File: src/rtl/core/rgwh_pkg.sv
package rgwh_pkg;

  localparam int NUM_BINS    = 64;
  localparam int FRAC_BITS   = 24;
  localparam int SCALE_FRAC  = 16;
  localparam int WEIGHT_FRAC = 56;
  localparam int PI6_FRAC    = 32;
  localparam logic [31:0] PI6_Q32 = 32'd2248839617;

  localparam int BIN_W     = (NUM_BINS > 1) ? $clog2(NUM_BINS) : 1;
  localparam int IDX_W     = 6;
  localparam int BIN_SHIFT = FRAC_BITS + SCALE_FRAC;
  localparam int VOL_SHIFT = 3 * FRAC_BITS + PI6_FRAC - WEIGHT_FRAC;

  localparam logic [2:0] MODE_DIAM    = 3'd0;
  localparam logic [2:0] MODE_AXIAL   = 3'd1;
  localparam logic [2:0] MODE_SPEED   = 3'd2;
  localparam logic [2:0] MODE_RADIAL  = 3'd3;
  localparam logic [2:0] MODE_TANGENT = 3'd4;

  typedef enum logic [3:0] {
    REG_MODE     = 4'd0,
    REG_BOX_X    = 4'd1,
    REG_BOX_Y    = 4'd2,
    REG_BOX_Z    = 4'd3,
    REG_ORIGIN   = 4'd4,
    REG_SCALE    = 4'd5,
    REG_CENTRE_Y = 4'd6,
    REG_CENTRE_Z = 4'd7
  } cfg_reg_t;

  typedef struct packed {
    logic        [30:0] diameter;
    logic signed [31:0] pos_x;
    logic signed [31:0] pos_y;
    logic signed [31:0] pos_z;
    logic signed [31:0] vel_x;
    logic signed [31:0] vel_y;
    logic signed [31:0] vel_z;
    logic               batch_last;
  } drop_in_t;

  typedef struct packed {
    logic             accepted;
    logic [IDX_W-1:0] bin_index;
    logic [31:0]      bin_count;
    logic [63:0]      bin_weight;
    logic             batch_done;
  } drop_out_t;

  typedef enum logic [4:0] {
    MS_NONE, MS_VYVY, MS_VZVZ, MS_DYDY, MS_DZDZ, MS_VYDY, MS_VZDZ, MS_VZDY, MS_VYDZ,
    MS_DIFF_LO, MS_DIFF_HI, MS_DD, MS_SQ_LO, MS_SQ_HI, MS_T0, MS_T1, MS_T2
  } mul_sel_t;

  typedef enum logic [3:0] {
    AC_NONE, AC_DD, AC_T_SET, AC_T_ADD, AC_Q_SET, AC_Q_ADD1, AC_Q_ADD2,
    AC_SQ_SET, AC_SQ_ADD, AC_NUM_SET, AC_NUM_ADD, AC_NUM_SUB,
    AC_DIFF, AC_BIN_SET, AC_BIN_ADD, AC_DECIDE
  } acc_op_t;

  typedef enum logic [2:0] {
    V_NONE, V_DIAM, V_VX, V_ROOT, V_ZERO, V_DIV
  } v_op_t;

  typedef struct packed {
    logic     load;
    mul_sel_t mul;
    acc_op_t  acc;
    v_op_t    vop;
    logic     root_start;
    logic     div_start;
    logic     update;
  } dp_cmd_t;

  typedef struct packed {
    logic [2:0] mode;
    logic       root_done;
    logic       root_zero;
    logic       div_done;
    logic       out_busy;
  } dp_status_t;

endpackage

File: src/rtl/core/rgwh_ctrl.sv
module rgwh_ctrl import rgwh_pkg::*; (
  input  logic       clk,
  input  logic       rst,
  input  logic       in_valid,
  output logic       in_ready,
  input  dp_status_t st,
  output dp_cmd_t    cmd
);

  typedef enum logic [4:0] {
    S_IDLE, S_DD_MUL, S_DD_ACC, S_T_LO, S_T_HI, S_T_ACC, S_Q0, S_Q1, S_Q2, S_Q_ACC,
    S_SQ_A, S_SQ_B, S_SQ_ACC, S_NUM_B, S_NUM_ACC, S_ROOT_START, S_ROOT_WAIT,
    S_DIV_START, S_DIV_WAIT, S_DIFF, S_BIN_LO, S_BIN_HI, S_BIN_ACC, S_DECIDE, S_UPDATE
  } state_t;

  state_t state, state_next;
  logic   speed, radial;

  always_ff @(posedge clk) begin
    if (rst) state <= S_IDLE;
    else     state <= state_next;
  end

  always_comb begin
    speed          = (st.mode == MODE_SPEED);
    radial         = (st.mode == MODE_RADIAL);
    state_next     = state;
    in_ready       = (state == S_IDLE);
    cmd.load       = 1'b0;
    cmd.mul        = MS_NONE;
    cmd.acc        = AC_NONE;
    cmd.vop        = V_NONE;
    cmd.root_start = 1'b0;
    cmd.div_start  = 1'b0;
    cmd.update     = 1'b0;
    unique case (state)
      S_IDLE: begin
        cmd.load = in_valid;
        if (in_valid) state_next = S_DD_MUL;
      end
      // volume: d*d, times d, times pi/6, in 32-bit chunks
      S_DD_MUL: begin cmd.mul = MS_DD; state_next = S_DD_ACC; end
      S_DD_ACC: begin cmd.acc = AC_DD; state_next = S_T_LO; end
      S_T_LO:   begin cmd.mul = MS_SQ_LO; state_next = S_T_HI; end
      S_T_HI:   begin cmd.mul = MS_SQ_HI; cmd.acc = AC_T_SET; state_next = S_T_ACC; end
      S_T_ACC:  begin cmd.acc = AC_T_ADD; state_next = S_Q0; end
      S_Q0:     begin cmd.mul = MS_T0; state_next = S_Q1; end
      S_Q1:     begin cmd.mul = MS_T1; cmd.acc = AC_Q_SET; state_next = S_Q2; end
      S_Q2:     begin cmd.mul = MS_T2; cmd.acc = AC_Q_ADD1; state_next = S_Q_ACC; end
      S_Q_ACC: begin
        cmd.acc = AC_Q_ADD2;
        unique case (st.mode) inside
          MODE_DIAM:  begin cmd.vop = V_DIAM; state_next = S_DIFF; end
          MODE_AXIAL: begin cmd.vop = V_VX; state_next = S_DIFF; end
          MODE_SPEED, MODE_RADIAL, MODE_TANGENT: state_next = S_SQ_A;
          default:    begin cmd.vop = V_ZERO; state_next = S_DIFF; end
        endcase
      end
      S_SQ_A: begin
        cmd.mul    = speed ? MS_VYVY : MS_DYDY;
        state_next = S_SQ_B;
      end
      S_SQ_B: begin
        cmd.mul    = speed ? MS_VZVZ : MS_DZDZ;
        cmd.acc    = AC_SQ_SET;
        state_next = S_SQ_ACC;
      end
      S_SQ_ACC: begin
        cmd.acc = AC_SQ_ADD;
        if (speed) begin
          state_next = S_ROOT_START;
        end else begin
          cmd.mul    = radial ? MS_VYDY : MS_VZDY;
          state_next = S_NUM_B;
        end
      end
      S_NUM_B: begin
        cmd.mul    = radial ? MS_VZDZ : MS_VYDZ;
        cmd.acc    = AC_NUM_SET;
        state_next = S_NUM_ACC;
      end
      S_NUM_ACC: begin
        cmd.acc    = radial ? AC_NUM_ADD : AC_NUM_SUB;
        state_next = S_ROOT_START;
      end
      S_ROOT_START: begin cmd.root_start = 1'b1; state_next = S_ROOT_WAIT; end
      S_ROOT_WAIT: begin
        if (st.root_done) begin
          if (speed) begin
            cmd.vop    = V_ROOT;
            state_next = S_DIFF;
          end else if (st.root_zero) begin
            cmd.vop    = V_ZERO;
            state_next = S_DIFF;
          end else begin
            state_next = S_DIV_START;
          end
        end
      end
      S_DIV_START: begin cmd.div_start = 1'b1; state_next = S_DIV_WAIT; end
      S_DIV_WAIT: begin
        if (st.div_done) begin
          cmd.vop    = V_DIV;
          state_next = S_DIFF;
        end
      end
      S_DIFF:    begin cmd.acc = AC_DIFF; state_next = S_BIN_LO; end
      S_BIN_LO:  begin cmd.mul = MS_DIFF_LO; state_next = S_BIN_HI; end
      S_BIN_HI:  begin cmd.mul = MS_DIFF_HI; cmd.acc = AC_BIN_SET; state_next = S_BIN_ACC; end
      S_BIN_ACC: begin cmd.acc = AC_BIN_ADD; state_next = S_DECIDE; end
      S_DECIDE:  begin cmd.acc = AC_DECIDE; state_next = S_UPDATE; end
      S_UPDATE: begin
        if (!st.out_busy) begin
          cmd.update = 1'b1;
          state_next = S_IDLE;
        end
      end
      default: state_next = S_IDLE;
    endcase
  end

endmodule

File: config.mk
export PLATFORM = sky130hd
export DESIGN_NAME = rgwh_ctrl
export DESIGN_NICKNAME = d
export VERILOG_FILES = /design/src/rtl/core/rgwh_pkg.sv /design/src/rtl/core/rgwh_ctrl.sv
export SDC_FILE = /design/constraint.sdc
export NUM_CORES = 1
export LEC_CHECK = 0
export BUFFER_PORTS_ARGS = -buffer_cell sky130_fd_sc_hd__buf_2
export CORE_MARGIN = 2
export CORE_UTILIZATION = 46
export CTS_BUF_LIST = sky130_fd_sc_hd__clkbuf_16
export CTS_CLUSTER_DIAMETER = 40
export DETAILED_ROUTE_END_ITERATION = 6
export PLACE_DENSITY_LB_ADDON = 0.25
export SLEW_MARGIN = 10
export SYNTH_ARGS = -nofsm -noshare
export SYNTH_HDL_FRONTEND = slang
export SYNTH_SLANG_ARGS = --single-unit
File: constraint.sdc
create_clock -name clk -period 1.4 [get_ports clk]
set_input_delay 0.28 -clock clk [delete_from_list [all_inputs] [get_ports clk]]
set_output_delay 0.28 -clock clk [all_outputs]
set_load 0.02 [all_outputs]
==> results of run 1 <==
-- cells by family after synthesis --
group | Yosys count | share of synthesized area
flops | 5 | 0.111
compound gates | 42 | 0.324
xor+xnor | 2 | 0.0194
mux | 2 | 0.0221
buf+inv | 18 | 0.102
simple gates | 61 | 0.422
-- metrics by stage --
stage                     TNS, ns  worst slack (ns)
after CTS                   -5.65            -0.530
after detailed placement    -2.91            -0.293
after global placement      -2.32            -0.263
after floorplan            -0.436            -0.119
-- repair_timing --
item | 4_1_cts
buffers inserted | 6
gates resized for setup | 56
setup endpoints to repair | 20
pin swaps | 8
==> flow_metrics.py, run 1 <==
metrics = {
    "outcome": {
        "outcome": "aborted with a tool error",
        "stop_stage": "5_1_grt",
        "tool.error": "[ERROR DPL-0038] Utilization greater than 100%, impossible to legalize",
    },
    "timing": {
        "grt-worst-endpoint": "cmd[5]",
        "worstEndpointType": "output port",
    },
    "cts": {
        "cts_made_buffers": 3,
        "clock_path_buffers": 2,
        "h-tree-depth": 1,
        "cts_root_buf": "clkbuf_16",
        "ctsHoldBuffers": 0,
        "clock-sinks": 5,
    },
    "logic_synthesis": {
        "ys_ff_latch": 5,
        "yosysSeqAreaShare": 0.111,
        "yosysUniqueCellTypes": 51,
        "synth_top_area_cell": "dfxtp_1",
        "synthTopCellsByCount": "nor2_1, a21oi_1, buf_2, nand2_1, nor3_1",
        "synth_top_area_frac": 0.111,
        "synthTopCellsByArea": "dfxtp_1, a21oi_1, nor2_1",
        "synth_area_um2": 905,
        "synth_edf_count": 0,
        "syn_nets": 140,
        "synthFlopType": "dfxtp_1",
        "netlist_instances": 130,
        "synth.most_common_cell": "nor2_1",
        "avgSynthCellArea_um2": 6.96,
        "yosys_warnings": 0,
        "synthArstFlopShare": 0,
    },
    "floorplan": {
        "io_pins": 27,
        "initial_core_util": 0.476,
        "rows": 16,
        "die_width_um": 48.3,
        "die_height_um": 48.3,
    },
    "grt": {
        "grt_max_degree": 15,
    },
    "place": {
        "placed_area_mm2": 0.00140,
        "gp_congestion": 1.00,
        "hpwlAfterDp_um": 2570,
        "numPortBuffers": 26,
        "placed_cells": 212,
    },
}
==> inputs of run 2 (changes only) <==
--- a/config.mk
+++ b/config.mk
@@ -6,12 +6,10 @@
 export NUM_CORES = 1
 export LEC_CHECK = 0
 export BUFFER_PORTS_ARGS = -buffer_cell sky130_fd_sc_hd__buf_2
-export CORE_MARGIN = 2
-export CORE_UTILIZATION = 46
-export CTS_BUF_LIST = sky130_fd_sc_hd__clkbuf_16
-export CTS_CLUSTER_DIAMETER = 40
+export CORE_AREA = 2 2 63 65
 export DETAILED_ROUTE_END_ITERATION = 6
-export PLACE_DENSITY_LB_ADDON = 0.25
+export DIE_AREA = 0 0 65 67
+export PLACE_DENSITY_LB_ADDON = 0.15
 export SLEW_MARGIN = 10
 export SYNTH_ARGS = -nofsm -noshare
 export SYNTH_HDL_FRONTEND = slang
==> constraint.sdc (replaced) <==
create_clock -name clk -period 1.8 [get_ports clk]
set_input_delay 0.36 -clock clk [delete_from_list [all_inputs] [get_ports clk]]
set_output_delay 0.36 -clock clk [all_outputs]
set_load 0.02 [all_outputs]
==> flow_metrics.py, run 2 <==
metrics = {
    "cts": {
        "clock_path_buffers": 2,
        "clk_pin_slew_ns": 0.04,
        "clk_latency_ns": 0.23,
        "cts_tree": "yes",
        "h-tree-depth": 1,
        "clock-sinks": 5,
        "cts_made_buffers": 3,
        "cts_root_buf": "clkbuf_8",
    },
    "min_path": {
        "hold_class": "in2reg",
        "hp-start": "rst",
    },
    "setup_path": {
        "path_cells": "buf_4 > buf_6 > or2_4 > nor2_4 > nand3b_1 > a21oi_1 > buf_4",
        "r2r_slack_ns": 0.32,
        "endpoint": "cmd[4]",
        "cp_common_cell": "buf_4",
        "crit_type": "reg2out",
        "crit_arrival_ns": 1.62,
        "worstPathRequired_ns": 1.44,
        "cpMaxStageDelayCell": "dfxtp_4",
        "end_kind": "output port",
        "ff2ff_path_depth": 7,
        "r2r_start": "state[1]",
        "cp-start-kind": "flip-flop",
        "critPathMaxFanout": 5,
        "r2r-end": "state[0]",
        "startpoint": "state[1]",
        "cpPeakStageDelay_ns": 0.34,
    },
    "layout": {
        "register_area_um2": 113,
        "drive_above_1_share": 0.514,
        "fin_nets": 192,
        "syn_to_final_growth_pct": 70.4,
        "fill_cells": 380,
        "multi_input_area_um2": 850,
        "final_common_cell": "buf_4",
        "regMostFlops": "state",
        "largestRegisters": "state: 5 flops",
        "most-common-layout-cells": "buf_4, buf_2, nor2_1, a21oi_1, buf_6",
        "fin_area_mm2": 0.00154,
        "diodes": 0,
        "largest_reg_flops": 5,
    },
    "logic_synthesis": {
        "synth_edf_count": 0,
        "muxShareOfSynthArea": 0.0221,
        "synth_compound_gate_area_share": 0.324,
        "synth_fa_ha_area_frac": 0,
        "yosysUniqueCellTypes": 51,
        "synthFlopType": "dfxtp_1",
        "syn_nets": 140,
        "synthTopCellsByCount": "nor2_1, a21oi_1, buf_2, nand2_1, nor3_1",
        "synthTopCellsByArea": "dfxtp_1, a21oi_1, nor2_1",
        "yosysSeqAreaShare": 0.111,
        "synth_top_area_cell": "dfxtp_1",
        "yosys_warnings": 0,
        "netlist_instances": 130,
        "ys_ff_latch": 5,
        "synth_top_area_frac": 0.111,
        "synthArstFlopShare": 0,
        "avgSynthCellArea_um2": 6.96,
        "synth-simple-area-share": 0.422,
        "synth-xor-area-share": 0.0194,
        "synth_top_family_by_area": "simple AND/OR/NAND/NOR gates",
        "synth.most_common_cell": "nor2_1",
        "synth_area_um2": 905,
    },
    "route": {
        "totalWireLength_um": 3250,
        "wl_per_cell_um": 14.2,
        "drt_iter0_drc": 56,
        "vias_per_cell": 5.14,
        "drtPass1Iterations": 4,
        "drcViolationCount": 0,
        "dr_total_vias": 1178,
        "ant_nets": 0,
    },
    "grt": {
        "antenna_found_initial": 0,
        "first_global_vias": 1082,
        "grt.overflow.total": 0,
        "grt_usage": 0.151,
        "grt_max_degree": 21,
        "grt_pass1_wl_um": 5100,
    },
    "outcome": {
        "outcome": "finished with violations",
        "violations": "setup timing",
    },
    "floorplan": {
        "die_width_um": 65,
        "initial_core_util": 0.251,
        "design.die.area_mm2": 0.00436,
        "rows": 22,
        "die_height_um": 67,
        "io_pins": 27,
        "core-area_mm2": 0.00361,
    },
    "place": {
        "place_ws_ns": -0.0270,
        "placed_area_mm2": 0.00123,
        "numPortBuffers": 26,
        "hpwlAfterDp_um": 2410,
        "gp_congestion": 0.802,
    },
    "timing": {
        "fin_crit_sh": 1.10,
        "finalSetupViolCount": 8,
        "clock_skew_ns": 0.00314,
        "finalHoldViolCount": 0,
        "slew_headroom": 0.811,
        "worst_slew_pin_slew_ns": 0.282,
        "rsz0062_at_grt": "true",
        "min_period_ns": 1.98,
        "setup_ws_ns": -0.178,
        "fmax_mhz": 506,
        "final_max_slew_viol_count": 0,
    },
    "power": {
        "irDropWorstVdd_mv": 0.203,
        "power_density_mw_per_mm2": 456,
        "p_leak_nw": 0.675,
    },
    "run": {
        "drv_cap": 0,
    },
}
## run 2: cell counts after synthesis
No cell type changed its count.
## run 2: critical path, delay by kind of cell (launching register included)
family / cells / cell delay [ns]
buffers and inverters: 3 / 0.43
DFF: 1 / 0.34
AOI/OAI and AO/OA: 1 / 0.13
and+or+nand+nor: 3 / 0.50
## run 2: per-layer routing
layer	vias to the layer above	share of wire	routed length [um]	track usage
li1	585	-	-	-
met1	559	0.47	1530	0.201
met2	31	0.48	1560	0.238
met3	3	0.045	147	0.0372
met4	0	0.0052	17	0.0479
met5	-	0	0	0
## run 2: logic make-up after synthesis
kind of cell	count (synthesis)
xor+xnor	2
simple gates	61
compound gates	42
mux	2
buf+inv	18
flops	5
## run 2: worst min-delay path by stage
stage	cells past startpoint	slack (ns)	to
2_1_floorplan	1	0.43	state[3]
3_3_place_gp	2	0.57	state[3]
3_5_place_dp	2	0.57	state[3]
4_1_cts	2	0.33	state[3]
5_1_grt	2	0.34	state[3]
6_report	2	0.33	state[3]
## run 2: report_power, final
part | total, mW | leakage [nW] | internal, mW | switching (mW)
registers | 0.133 | 0.0433 | 0.118 | 0.0146
clock network | 0.214 | 0.0228 | 0.153 | 0.0611
logic | 0.356 | 0.609 | 0.166 | 0.190
total | 0.703 | 0.675 | 0.437 | 0.266
## run 2: cell type report
type	instances	area share
Tap cell	48	0.0390
Clock buffer	4	0.0292
Inverter	4	0.0114
Timing Repair Buffer	61	0.296
Multi-Input combinational cell	107	0.551
Sequential cell	5	0.0731
## run 2: what timing repair did
| item | 4_1_cts | 5_1_grt |
|---|---|---|
| gates resized for setup | 29 | 29 |
| pin swaps | 4 | 10 |
| hold buffers | 0 | 0 |
| setup endpoints to repair | 16 | 16 |
| buffers inserted | 3 | 4 |
## run 2: stage by stage
| step | setup TNS, ns | total power, mW | cells | hold WS, ns | util |
|---|---|---|---|---|---|
| detailed placement | -0.0418 | 0.425 | 219 | 0.574 | 0.342 |
| global placement | -0.0426 | 0.426 | 219 | 0.574 | 0.342 |
| global route | -1.57 | 0.750 | 229 | 0.344 | 0.427 |
| floorplan | 0 | 0.312 | 130 | 0.429 | - |
| finish | -0.755 | 0.703 | 229 | 0.331 | 0.427 |
| CTS | -0.623 | 0.670 | 226 | 0.329 | 0.385 |
Power figures use the tool's default switching activity.
